===== src/design/prd_pkg.sv =====
// Package for the packet reassembly deframer: shared types, codes and
// fixed header layout constants. No dependencies.
package prd_pkg;

    localparam int HEADER_BYTES     = 8;
    localparam int MIN_PACKET_BYTES = 10;

    localparam int POS_W       = 4;
    localparam int INDEX_W     = 12;
    localparam int COUNT_W     = 24;
    localparam int DROP_W      = 32;

    localparam logic [POS_W-1:0] POS_MAX   = '1;
    localparam logic [POS_W-1:0] HDR_LAST  = POS_W'(HEADER_BYTES - 1);
    localparam logic [POS_W:0]   MIN_LEN   = (POS_W + 1)'(MIN_PACKET_BYTES);

    // header byte positions
    localparam logic [POS_W-1:0] HDR_POS_VERSION = 4'd0;
    localparam logic [POS_W-1:0] HDR_POS_INDEX   = 4'd1;
    localparam logic [POS_W-1:0] HDR_POS_COUNT0  = 4'd2;
    localparam logic [POS_W-1:0] HDR_POS_COUNT1  = 4'd3;
    localparam logic [POS_W-1:0] HDR_POS_COUNT2  = 4'd4;
    localparam logic [POS_W-1:0] HDR_POS_DEST    = 4'd5;
    localparam logic [POS_W-1:0] HDR_POS_FUSER   = 4'd7;

    // decoupling queue between front and back
    localparam int QDEPTH = 2;
    localparam int QPTR_W = $clog2(QDEPTH);
    localparam int QCNT_W = $clog2(QDEPTH + 1);

    localparam logic KIND_PAYLOAD = 1'b0;
    localparam logic KIND_VERDICT = 1'b1;

    typedef enum logic [1:0] {
        VERDICT_MALFORMED = 2'd0,
        VERDICT_SEQUENCE  = 2'd1,
        VERDICT_CONTINUE  = 2'd2,
        VERDICT_DONE      = 2'd3
    } verdict_t;

    // one request from the front to the back
    typedef struct packed {
        logic               is_tail;
        logic [7:0]         data;
        logic               err;
        logic               short_pkt;
        logic               version_bad;
        logic [INDEX_W-1:0] hdr_index;
        logic [COUNT_W-1:0] hdr_count;
        logic [7:0]         hdr_dest;
        logic [7:0]         hdr_first_user;
    } entry_t;

    // one result item
    typedef struct packed {
        logic              result_kind;
        logic [7:0]        payload_byte;
        verdict_t          verdict;
        logic [7:0]        frame_dest;
        logic [7:0]        first_user;
        logic [6:0]        last_user;
        logic              ssi_error;
        logic              abandoned_previous;
        logic [DROP_W-1:0] drop_total;
    } result_t;

endpackage


===== src/design/prd_front.sv =====
// Front end of the deframer: counts byte position, captures header fields
// and classifies each byte into a queue request. Uses prd_pkg.
module prd_front
    import prd_pkg::*;
(
    input  logic       clk,
    input  logic       rst_n,
    input  logic       accept,
    input  logic [7:0] data_byte,
    input  logic       packet_last,
    input  logic       packet_error,
    output logic       enq_valid,
    output entry_t     enq_entry
);

    logic [POS_W-1:0]   pos_reg, pos_next;
    logic [INDEX_W-1:0] index_reg, index_next;
    logic [COUNT_W-1:0] count_reg, count_next;
    logic [7:0]         dest_reg, dest_next;
    logic [7:0]         fuser_reg, fuser_next;
    logic               vbad_reg, vbad_next;

    always_comb
    begin
        pos_next   = pos_reg;
        index_next = index_reg;
        count_next = count_reg;
        dest_next  = dest_reg;
        fuser_next = fuser_reg;
        vbad_next  = vbad_reg;
        if (accept)
        begin
            if (packet_last)
            begin
                pos_next = '0;
            end
            else
            begin
                if (pos_reg != POS_MAX)
                begin
                    pos_next = pos_reg + 1'b1;
                end
                case (pos_reg)
                    HDR_POS_VERSION:
                    begin
                        vbad_next  = (data_byte[3:0] != 4'd0);
                        index_next = {index_reg[INDEX_W-1:4], data_byte[7:4]};
                    end
                    HDR_POS_INDEX:  index_next = {data_byte, index_reg[3:0]};
                    HDR_POS_COUNT0: count_next = {count_reg[23:8], data_byte};
                    HDR_POS_COUNT1: count_next = {count_reg[23:16], data_byte, count_reg[7:0]};
                    HDR_POS_COUNT2: count_next = {data_byte, count_reg[15:0]};
                    HDR_POS_DEST:   dest_next  = data_byte;
                    HDR_POS_FUSER:  fuser_next = data_byte;
                    default:        ;
                endcase
            end
        end
    end

    always_ff @(posedge clk or negedge rst_n)
    begin
        if (!rst_n)
        begin
            pos_reg   <= '0;
            index_reg <= '0;
            count_reg <= '0;
            dest_reg  <= '0;
            fuser_reg <= '0;
            vbad_reg  <= 1'b0;
        end
        else
        begin
            pos_reg   <= pos_next;
            index_reg <= index_next;
            count_reg <= count_next;
            dest_reg  <= dest_next;
            fuser_reg <= fuser_next;
            vbad_reg  <= vbad_next;
        end
    end

    // Forward tails always; forward body bytes only past the header of a
    // packet with a good version. Header bytes end here.
    always_comb
    begin
        enq_valid = accept && (packet_last || ((pos_reg > HDR_LAST) && !vbad_reg));
        enq_entry.is_tail        = packet_last;
        enq_entry.data           = data_byte;
        enq_entry.err            = packet_error;
        enq_entry.short_pkt      = ({1'b0, pos_reg} + 1'b1) < MIN_LEN;
        enq_entry.version_bad    = vbad_reg;
        enq_entry.hdr_index      = index_reg;
        enq_entry.hdr_count      = count_reg;
        enq_entry.hdr_dest       = dest_reg;
        enq_entry.hdr_first_user = fuser_reg;
    end

endmodule


===== src/design/prd_queue.sv =====
// Short request queue between front and back of the deframer.
// Uses prd_pkg for the entry type and depth.
module prd_queue
    import prd_pkg::*;
(
    input  logic   clk,
    input  logic   rst_n,
    input  logic   wr_en,
    input  entry_t wr_entry,
    input  logic   rd_en,
    output logic   rd_valid,
    output entry_t rd_entry,
    output logic   full
);

    entry_t             slot_reg [QDEPTH];
    logic [QPTR_W-1:0]  wr_ptr_reg, wr_ptr_next;
    logic [QPTR_W-1:0]  rd_ptr_reg, rd_ptr_next;
    logic [QCNT_W-1:0]  cnt_reg, cnt_next;
    logic               do_wr, do_rd;

    assign full     = (cnt_reg == QCNT_W'(QDEPTH));
    assign rd_valid = (cnt_reg != '0);
    assign rd_entry = slot_reg[rd_ptr_reg];
    assign do_wr    = wr_en && !full;
    assign do_rd    = rd_en && rd_valid;

    always_comb
    begin
        wr_ptr_next = wr_ptr_reg;
        rd_ptr_next = rd_ptr_reg;
        cnt_next    = cnt_reg;
        if (do_wr)
        begin
            wr_ptr_next = (wr_ptr_reg == QPTR_W'(QDEPTH - 1)) ? '0 : wr_ptr_reg + 1'b1;
        end
        if (do_rd)
        begin
            rd_ptr_next = (rd_ptr_reg == QPTR_W'(QDEPTH - 1)) ? '0 : rd_ptr_reg + 1'b1;
        end
        if (do_wr && !do_rd)
        begin
            cnt_next = cnt_reg + 1'b1;
        end
        else if (do_rd && !do_wr)
        begin
            cnt_next = cnt_reg - 1'b1;
        end
    end

    always_ff @(posedge clk)
    begin
        if (do_wr)
        begin
            slot_reg[wr_ptr_reg] <= wr_entry;
        end
    end

    always_ff @(posedge clk or negedge rst_n)
    begin
        if (!rst_n)
        begin
            wr_ptr_reg <= '0;
            rd_ptr_reg <= '0;
            cnt_reg    <= '0;
        end
        else
        begin
            wr_ptr_reg <= wr_ptr_next;
            rd_ptr_reg <= rd_ptr_next;
            cnt_reg    <= cnt_next;
        end
    end

    a_cnt_bound: assert property (@(posedge clk) disable iff (!rst_n)
        cnt_reg <= QCNT_W'(QDEPTH))
        else $error("queue count beyond depth");

    a_no_overflow: assert property (@(posedge clk) disable iff (!rst_n)
        wr_en |-> !full)
        else $error("write request while queue full");

    a_ptr_gap: assert property (@(posedge clk) disable iff (!rst_n)
        (cnt_reg == '0) |-> (wr_ptr_reg == rd_ptr_reg))
        else $error("queue pointers disagree with empty count");

endmodule


===== src/design/prd_back.sv =====
// Back end of the deframer: checks sequence against the frame in progress,
// commits state at tails and holds the result register. Uses prd_pkg.
module prd_back
    import prd_pkg::*;
(
    input  logic    clk,
    input  logic    rst_n,
    input  logic    ssi_enable,
    input  logic    req_valid,
    input  entry_t  req_entry,
    output logic    req_take,
    input  logic    pop,
    output logic    res_valid,
    output result_t res
);

    logic [INDEX_W-1:0] exp_index_reg, exp_index_next;
    logic [COUNT_W-1:0] seg_count_reg, seg_count_next;
    logic [7:0]         sdest_reg, sdest_next;
    logic [7:0]         sfuser_reg, sfuser_next;
    logic [DROP_W-1:0]  drop_reg, drop_next;
    logic               out_valid_reg, out_valid_next;
    result_t            out_reg, out_next;

    logic               seq_ok;
    logic               malformed;
    logic [COUNT_W-1:0] seg_base;
    logic               produce;

    assign req_take  = req_valid && (!out_valid_reg || pop);
    assign seq_ok    = (req_entry.hdr_count == '0)
                    || ((req_entry.hdr_index == exp_index_reg)
                        && (req_entry.hdr_count == seg_count_reg));
    assign malformed = req_entry.err || req_entry.short_pkt || req_entry.version_bad;

    always_comb
    begin
        exp_index_next = exp_index_reg;
        seg_count_next = seg_count_reg;
        sdest_next     = sdest_reg;
        sfuser_next    = sfuser_reg;
        drop_next      = drop_reg;
        seg_base       = seg_count_reg;
        produce        = 1'b0;
        out_next       = '0;

        if (req_take)
        begin
            if (!req_entry.is_tail)
            begin
                produce               = seq_ok;
                out_next.result_kind  = KIND_PAYLOAD;
                out_next.payload_byte = req_entry.data;
            end
            else
            begin
                produce              = 1'b1;
                out_next.result_kind = KIND_VERDICT;
                if (malformed)
                begin
                    drop_next           = drop_reg + 1'b1;
                    out_next.verdict    = VERDICT_MALFORMED;
                    out_next.drop_total = drop_next;
                end
                else if (!seq_ok)
                begin
                    drop_next           = drop_reg + 1'b1;
                    seg_count_next      = '0;
                    out_next.verdict    = VERDICT_SEQUENCE;
                    out_next.drop_total = drop_next;
                end
                else
                begin
                    // frame start: take the new header, abandon any partial frame
                    if (req_entry.hdr_count == '0)
                    begin
                        out_next.abandoned_previous = (seg_count_reg != '0);
                        exp_index_next = req_entry.hdr_index;
                        sdest_next     = req_entry.hdr_dest;
                        sfuser_next    = req_entry.hdr_first_user;
                        seg_base       = '0;
                    end
                    out_next.frame_dest = sdest_next;
                    out_next.first_user = sfuser_next;
                    out_next.drop_total = drop_reg;
                    if (req_entry.data[7])
                    begin
                        seg_count_next     = '0;
                        out_next.verdict   = VERDICT_DONE;
                        out_next.last_user = req_entry.data[6:0];
                        out_next.ssi_error = ssi_enable & req_entry.data[0];
                    end
                    else
                    begin
                        seg_count_next   = seg_base + 1'b1;
                        out_next.verdict = VERDICT_CONTINUE;
                    end
                end
            end
        end
    end

    always_comb
    begin
        out_valid_next = out_valid_reg;
        if (produce)
        begin
            out_valid_next = 1'b1;
        end
        else if (pop)
        begin
            out_valid_next = 1'b0;
        end
    end

    always_ff @(posedge clk)
    begin
        if (produce)
        begin
            out_reg <= out_next;
        end
    end

    always_ff @(posedge clk or negedge rst_n)
    begin
        if (!rst_n)
        begin
            exp_index_reg <= '0;
            seg_count_reg <= '0;
            sdest_reg     <= '0;
            sfuser_reg    <= '0;
            drop_reg      <= '0;
            out_valid_reg <= 1'b0;
        end
        else
        begin
            exp_index_reg <= exp_index_next;
            seg_count_reg <= seg_count_next;
            sdest_reg     <= sdest_next;
            sfuser_reg    <= sfuser_next;
            drop_reg      <= drop_next;
            out_valid_reg <= out_valid_next;
        end
    end

    assign res_valid = out_valid_reg;
    assign res       = out_reg;

    a_hold_result: assert property (@(posedge clk) disable iff (!rst_n)
        (out_valid_reg && !pop) |=> (out_valid_reg && $stable(out_reg)))
        else $error("waiting result changed before pop");

    a_drop_step: assert property (@(posedge clk) disable iff (!rst_n)
        (req_take && req_entry.is_tail && malformed) |=> (drop_reg == $past(drop_reg) + 1'b1))
        else $error("malformed tail did not count a drop");

    a_done_clears: assert property (@(posedge clk) disable iff (!rst_n)
        (produce && out_next.result_kind == KIND_VERDICT && out_next.verdict == VERDICT_DONE)
        |=> (seg_count_reg == '0))
        else $error("segment count not cleared at frame done");

endmodule


===== src/design/packet_reassembly_deframer_core.sv =====
// Top level of the packet reassembly deframer: front end, request queue,
// back end and the SSI enable register. Uses prd_pkg, prd_front, prd_queue, prd_back.
//
//  channel   | direction | handshake            | payload
//  ----------+-----------+----------------------+-----------------------------------
//  input     | in        | push / full          | data_byte, packet_last, packet_error
//  result    | out       | pop / empty          | result_kind .. drop_total
//  config    | in        | cfg_valid / cfg_ready| cfg_data (ssi_enable)
//
//  One byte is accepted per cycle while the request queue is not full; a byte is
//  classified by the front, held in the queue, then checked by the back into the
//  result register. Throughput is set by the two-entry request queue and the single
//  result register: full rises only while the result side stalls.
//  rst_n clears all control and reassembly state and sets ssi_enable to 1.
//  cfg_ready is always high; write only while the block is idle.
module packet_reassembly_deframer_core
    import prd_pkg::*;
(
    input  logic              clk,
    input  logic              rst_n,

    input  logic              push,
    output logic              full,
    input  logic [7:0]        data_byte,
    input  logic              packet_last,
    input  logic              packet_error,

    output logic              empty,
    input  logic              pop,
    output logic              result_kind,
    output logic [7:0]        payload_byte,
    output logic [1:0]        verdict,
    output logic [7:0]        frame_dest,
    output logic [7:0]        first_user,
    output logic [6:0]        last_user,
    output logic              ssi_error,
    output logic              abandoned_previous,
    output logic [DROP_W-1:0] drop_total,

    input  logic              cfg_valid,
    output logic              cfg_ready,
    input  logic              cfg_data
);

    logic    ssi_enable_reg, ssi_enable_next;
    logic    in_accept;
    logic    enq_valid;
    entry_t  enq_entry;
    logic    q_valid;
    entry_t  q_entry;
    logic    q_take;
    logic    res_valid;
    result_t res;

    // config: always ready, take the write on valid
    assign cfg_ready       = 1'b1;
    assign ssi_enable_next = (cfg_valid && cfg_ready) ? cfg_data : ssi_enable_reg;

    always_ff @(posedge clk or negedge rst_n)
    begin
        if (!rst_n)
        begin
            ssi_enable_reg <= 1'b1;
        end
        else
        begin
            ssi_enable_reg <= ssi_enable_next;
        end
    end

    // accept a byte whenever the request queue has room
    assign in_accept = push && !full;

    prd_front u_front (
        .clk          (clk),
        .rst_n        (rst_n),
        .accept       (in_accept),
        .data_byte    (data_byte),
        .packet_last  (packet_last),
        .packet_error (packet_error),
        .enq_valid    (enq_valid),
        .enq_entry    (enq_entry)
    );

    // decouple classification from commit so each side stalls on its own
    prd_queue u_queue (
        .clk      (clk),
        .rst_n    (rst_n),
        .wr_en    (enq_valid),
        .wr_entry (enq_entry),
        .rd_en    (q_take),
        .rd_valid (q_valid),
        .rd_entry (q_entry),
        .full     (full)
    );

    // check sequence, commit at tails, hold the oldest result until popped
    prd_back u_back (
        .clk        (clk),
        .rst_n      (rst_n),
        .ssi_enable (ssi_enable_reg),
        .req_valid  (q_valid),
        .req_entry  (q_entry),
        .req_take   (q_take),
        .pop        (pop),
        .res_valid  (res_valid),
        .res        (res)
    );

    assign empty              = !res_valid;
    assign result_kind        = res.result_kind;
    assign payload_byte       = res.payload_byte;
    assign verdict            = res.verdict;
    assign frame_dest         = res.frame_dest;
    assign first_user         = res.first_user;
    assign last_user          = res.last_user;
    assign ssi_error          = res.ssi_error;
    assign abandoned_previous = res.abandoned_previous;
    assign drop_total         = res.drop_total;

    a_cfg_applied: assert property (@(posedge clk) disable iff (!rst_n)
        (cfg_valid && cfg_ready) |=> (ssi_enable_reg == $past(cfg_data)))
        else $error("config write not applied");

    a_no_enq_without_accept: assert property (@(posedge clk) disable iff (!rst_n)
        enq_valid |-> in_accept)
        else $error("request queued without an accepted byte");

    a_empty_verdict_fields: assert property (@(posedge clk) disable iff (!rst_n)
        (!empty && result_kind == KIND_PAYLOAD)
        |-> (drop_total == '0 && verdict == VERDICT_MALFORMED))
        else $error("payload result carries verdict fields");

endmodule

===== config.mk =====
export PLATFORM = sky130hd
export DESIGN_NAME = packet_reassembly_deframer_core
export DESIGN_NICKNAME = d
export VERILOG_FILES = /design/src/design/prd_pkg.sv /design/src/design/prd_front.sv /design/src/design/prd_queue.sv /design/src/design/prd_back.sv /design/src/design/packet_reassembly_deframer_core.sv
export SDC_FILE = /design/constraint.sdc
export NUM_CORES = 1
export LEC_CHECK = 0
export ABC_CLOCK_PERIOD_IN_PS = 6200
export BUFFER_PORTS_ARGS = -buffer_cell sky130_fd_sc_hd__buf_2
export CORE_MARGIN = 2
export CORE_UTILIZATION = 35
export DETAILED_ROUTE_END_ITERATION = 16
export REMOVE_ABC_BUFFERS = 1
export SLEW_MARGIN = 10
export SYNTH_ARGS = -nofsm -noshare
export SYNTH_HDL_FRONTEND = slang
export SYNTH_HIERARCHICAL = 1
export SYNTH_SLANG_ARGS = --single-unit
export TNS_END_PERCENT = 100

===== constraint.sdc =====
create_clock -name clk -period 6.2 [get_ports clk]
set_input_delay 0.31 -clock clk [delete_from_list [all_inputs] [get_ports clk]]
set_output_delay 0.31 -clock clk [all_outputs]
set_load 0.05 [all_outputs]

Word level (Yosys, flattened, before mapping)
Memories as Yosys holds them, arrays and structs flattened.
Cells that the tools add are included.
{"block": "word_totals", "register_bits": 215, "ram_bits": 128, "input_bits": 16, "out_inout_bits": 71, "word_cells": 136, "mem_count": 1}
{"memory": "u_queue.slot_reg", "words": 2, "word_bits": 64, "rd": 1, "rd_ports_with_merged_regs": 0, "write_ports": 1, "line_no": "prd_queue.sv:16", "rtl": "entry_t slot_reg [QDEPTH];"}
{"block": "op_classes", "addsub": 8, "magnitude_cmp": 2, "eq_ne": 10, "mux": 28, "n_bitwise": 13, "n_reduce_logical": 45}
{"op": "24-bit two-way mux", "n": 7}
{"op": "24-bit one-hot mux with 3 select lines", "n": 1}
{"op": "32-bit two-way mux", "n": 2}
{"op": "32-bit by 1-bit adder with 32-bit output (second input constant)", "n": 1}
{"op": "24-bit by 1-bit adder with 24-bit output (second input constant)", "n": 1}
{"op": "24-bit equality test", "n": 1}
{"op": "24-bit logical NOT", "n": 1}
{"op": "12-bit one-hot mux with 2 select lines", "n": 1}
{"op": "24-bit nonzero test", "n": 1}
{"op": "5-bit AND reduction", "n": 4}
{"op": "8-bit two-way mux", "n": 2}
{"op": "12-bit equality test", "n": 1}
{"op": "4-bit by 3-bit equality test with 1-bit output (second input constant)", "n": 3}
{"op": "1-bit inverter", "n": 12}
{"op": "3-bit AND reduction", "n": 4}
{"op": "4-bit AND reduction", "n": 3}
{"op": "1-bit two-way mux", "n": 11}
{"op": "5-bit OR reduction", "n": 2}
{"op": "1-bit logical AND", "n": 9}
{"op": "4-bit by 2-bit equality test with 1-bit output (second input constant)", "n": 2}
{"op": "4-bit two-way mux", "n": 2}
{"op": "2-bit nonzero test", "n": 4}
{"op": "4-bit by 1-bit adder with 5-bit output (second input constant)", "n": 1}
{"op": "1-bit logical NOT", "n": 5}
{"op": "18 further kinds", "n": 25}

Longest topological paths before layout
An unclocked memory read counts as a cell.
{"block": "logic_depth", "word_depth": 11, "ltp_mapped": 16, "depth_no_buf": 12}

Hierarchy
The synthesis kept the hierarchy.
{"mod": "prd_back", "instances": 1, "cells_each": 714, "area_per_inst_um2": 7703.6, "seq_area_each_um2": 4169.0}
{"mod": "prd_queue", "instances": 1, "cells_each": 218, "area_per_inst_um2": 5024.8, "seq_area_each_um2": 3943.8}
{"mod": "prd_front", "instances": 1, "cells_each": 164, "area_per_inst_um2": 2442.3, "seq_area_each_um2": 1426.4}
{"mod": "packet_reassembly_deframer_core", "instances": 1, "cells_each": 6, "area_per_inst_um2": 62.6, "seq_area_each_um2": 26.3}

Least setup slack after synthesis
Ideal clock, no wire load.
{"block": "synth_timing", "path_kind": "register -> register", "start": "reg u_queue.rd_ptr_reg", "end": "reg u_back.out_reg (netlist bit u_back/res[0]), enable pin", "setup_ns": 0.496, "arrival_ns": 4.781, "required_ns": 5.704, "setup_slack_ns": 0.924, "stages_incl_launch_ff": 10, "n_path_buf": 2, "synth_period_minus_slack_ns": 5.276, "cell_sequence": "dfrtp_1 -> buf_6 -> buf_6 -> mux2_4 -> xnor2_1 -> nand4_1 -> nor4_4 -> a31o_2 -> nor2_1 -> nor2_1"}
{"element": "start, declared", "line_no": "prd_queue.sv:18", "rtl": "logic [QPTR_W-1:0] rd_ptr_reg, rd_ptr_next;"}
{"element": "start signal, assigned", "line_no": "prd_queue.sv:70", "rtl": "rd_ptr_reg <= rd_ptr_next;"}
{"element": "end signal, assigned", "line_no": "prd_back.sv:120", "rtl": "out_reg <= out_next;"}
{"element": "end, declared", "line_no": "prd_back.sv:23", "rtl": "result_t out_reg, out_next;"}

==> out/metrics.cfg <==
[outcome]
status = complete, no violations

[flow_run]
max_cap_violations = 0

[synth]
synth_cells = 1102
netlist_area_sq_um = 15200
yosys.cell_count.top_type = edfxtp_1
async_flop_share = 0.429
yosysTopAreaCell = edfxtp_1
synthFlopType = edfxtp_1
synth_area_leaders = edfxtp_1, dfrtp_1, mux2_2, mux2_4, xnor2_1
avgSynthCellArea_sq_um = 13.8
synth_top_area_share = 0.386
ys_types = 71
yosys_register_bits = 343
seq_area_frac_synth = 0.628
synth-edff-count = 196
synth.top_cells.by_count = edfxtp_1, dfrtp_1, mux2_2, nand2_1, xnor2_1
ys_warn_count = 6

[route]
wl_um = 32000
vias = 8944
dr.pass1.iters = 5
vias_per_cell = 5.01
ant_nets = 0
drt_iter0_drc = 684
routedWlPerCell_um = 17.9
drc_errors = 0

[pwr]
combPwrFrac = 0.263
pwr-share-clk = 0.301
p_switching_mw = 2.56
powerDensity_nw_per_um2 = 441
seqPwrFrac = 0.437
p_leak_nw = 6.87
ir_worst_vdd_mv = 0.254
switching_share = 0.333
p_int_mw = 5.13

[cts]
clk_path_buf_depth = 3
cts_root_buf = clkbuf_16
cts_made_buffers = 37
clk_pin_slew_ns = 0.06
cts_htree_levels = 2
cts.sinks = 343
cts_resized = 0
cts_setup_buffers = 0
clkLatencyLatePin_ns = 0.54
tritoncts = done

[sta]
period_minus_slack_ns = 4.35
slew_headroom = 0.312
worst_pin_slew_ns = 1.03
rsz0062_at_grt = no
skew_ns = 0.0164
max_freq_ghz = 0.230
final.setup.tns_ns = 0
min_period_over_period = 0.702
finalHoldViolations = 0
slew_viol_final = 0
setup_violations = 0

[cells_and_area]
regArea_sq_um = 9570
nNetsFinal = 1197
multi_input_area_sq_um = 5200
area_growth_pct = 14.5
final_cells = 1787
fillers = 4054
largest_register_ffs = 128
drive_gt1_frac = 0.273
stdcell_area_sq_um = 17400
antenna_cells = 0
fin_util = 0.406

[place]
place_inst = 1717
placed_area_sq_um = 16100
numPortBuffers = 85
hpwl_um = 20800
routabilityCongestion = 0.818

[die]
start_util = 0.354
die_area_sq_um = 45200
die_y_um = 213
io_pins = 87
die_x_um = 213
row_count = 76
core_sq_um = 43000

[global_route]
grtUsageMet3 = 0.0270
grt_pass1_vias = 8891
grt_first_pass_wirelength_um = 50300
grt-busiest-layer = met2
use_met2 = 0.224
grt_max_degree = 84
grt.overflow.total = 0
grt_util_met1 = 0.203
antenna_found_initial = 1
grtUsageTotal = 0.143

[min_path]
min_path_type = primary input to flop

[worst_setup_path]
start_kind = flop
critical_path_class = flop to flop
critPathMaxFanout = 48
critPathCaptureType = flop
cp_data_required_time_ns = 6.62
cp.arrival_ns = 4.77

per-layer routing:
metal | vias up | part of all wire | routed length [um]
met4 | 0 | 0.021 | 668
li1 | 4156 | - | -
met1 | 4489 | 0.47 | 14900
met5 | - | 0 | 0
met3 | 54 | 0.055 | 1770
met2 | 245 | 0.46 | 14700
per-stage QoR:
step | total power [mW] | hold slack (ns) | setup WS, ns
after floorplan | 4.91 | 0.0144 | -1.66
after global placement | 5.40 | 0.443 | 1.94
after detailed placement | 5.44 | 0.438 | 1.87
after CTS | 7.78 | 0.0109 | 1.84
after global routing | 8.05 | 0.0204 | 1.54
final | 7.69 | 0.0412 | 1.85
repair_timing:
item / CTS / global route
hold buffers: 3 / 0
setup endpoints to repair: 0 / 0
hold endpoints to repair: 84 / 0
worst paths after layout:
| check | from | end | slack [ns] | depth (start not counted) |
|---|---|---|---|---|
| worst max-delay path | u_queue/rd_ptr_reg | u_back/sfuser_reg[0] | 1.85 | 6 |
| worst min-delay path | cfg_valid | ssi_enable_reg | 0.04 | 2 |
| worst max register to register | u_queue/rd_ptr_reg | u_back/sfuser_reg[0] | 1.85 | 6 |
| worst min register to register | u_front/fuser_reg[0] | u_queue/slot_reg[1][0] | 0.46 | 0 |
| max in group asynchronous | rst_n | u_back/drop_reg[21] | 4.41 | 3 |
| min in group asynchronous | rst_n | u_front/count_reg[4] | 0.40 | 2 |
cell families (layout without fill, tap and decap cells):
family	Yosys count	in the layout	share of synthesized area
buffers and inverters	90	190	0.0319
AO/OA/AOI/OAI	129	129	0.0540
flip-flops	343	343	0.628
XOR/XNOR	97	97	0.0558
other	1	1	0.000246
adder cells (fa/ha/maj)	7	7	0.00575
multiplexers	147	147	0.121
AND/OR/NAND/NOR	288	288	0.103
critical path, cell delays in order (launching register included):
cell,delay (ns)
dfrtp_4,0.98
buf_4,0.47
mux2_4,0.34
nor3_1,0.38
nand2_1,0.59
nor2_4,0.98
mux2_2,0.43
layout by cell type (no fill, tap or decap), types with 6 or more instances in the layout:
cell type,netlist,final
xor2_1,32,32
or3_1,9,9
and3_1,20,19
nor3_1,6,6
o211ai_1,10,10
ha_1,7,7
and4_1,6,6
nor2_1,55,52
inv_1,22,22
buf_4,13,10
o21ai_1,10,10
xnor2_1,65,65
nand2_1,72,72
edfxtp_1,196,196
nor4_1,21,21
clkbuf_16,0,38
a21oi_1,40,40
o21ai_0,25,25
buf_2,17,84
and2_1,16,16
nand4_1,27,27
mux2_4,51,51
dfrtp_1,146,145
mux2_2,89,89
nand3_1,22,22
cell type report:
| class | count | area share |
|---|---|---|
| Multi-Input combinational cell | 669 | 0.298 |
| Inverter | 24 | 0.00516 |
| Tap cell | 585 | 0.0420 |
| Clock buffer | 47 | 0.0593 |
| Sequential cell | 343 | 0.548 |
| Timing Repair Buffer | 99 | 0.0319 |
| Clock inverter | 20 | 0.0151 |
power by group through the flow:
stage | Clock (mW) | Sequential, mW | Combinational, mW
final | 2.31 | 3.36 | 2.02
after global routing | 2.46 | 3.43 | 2.16
after CTS | 2.37 | 3.37 | 2.04
after detailed placement | 0 | 3.41 | 2.04
after global placement | 0 | 3.39 | 2.02
after floorplan | 0 | 3.90 | 1.01
(Power assumes the default switching activity.)
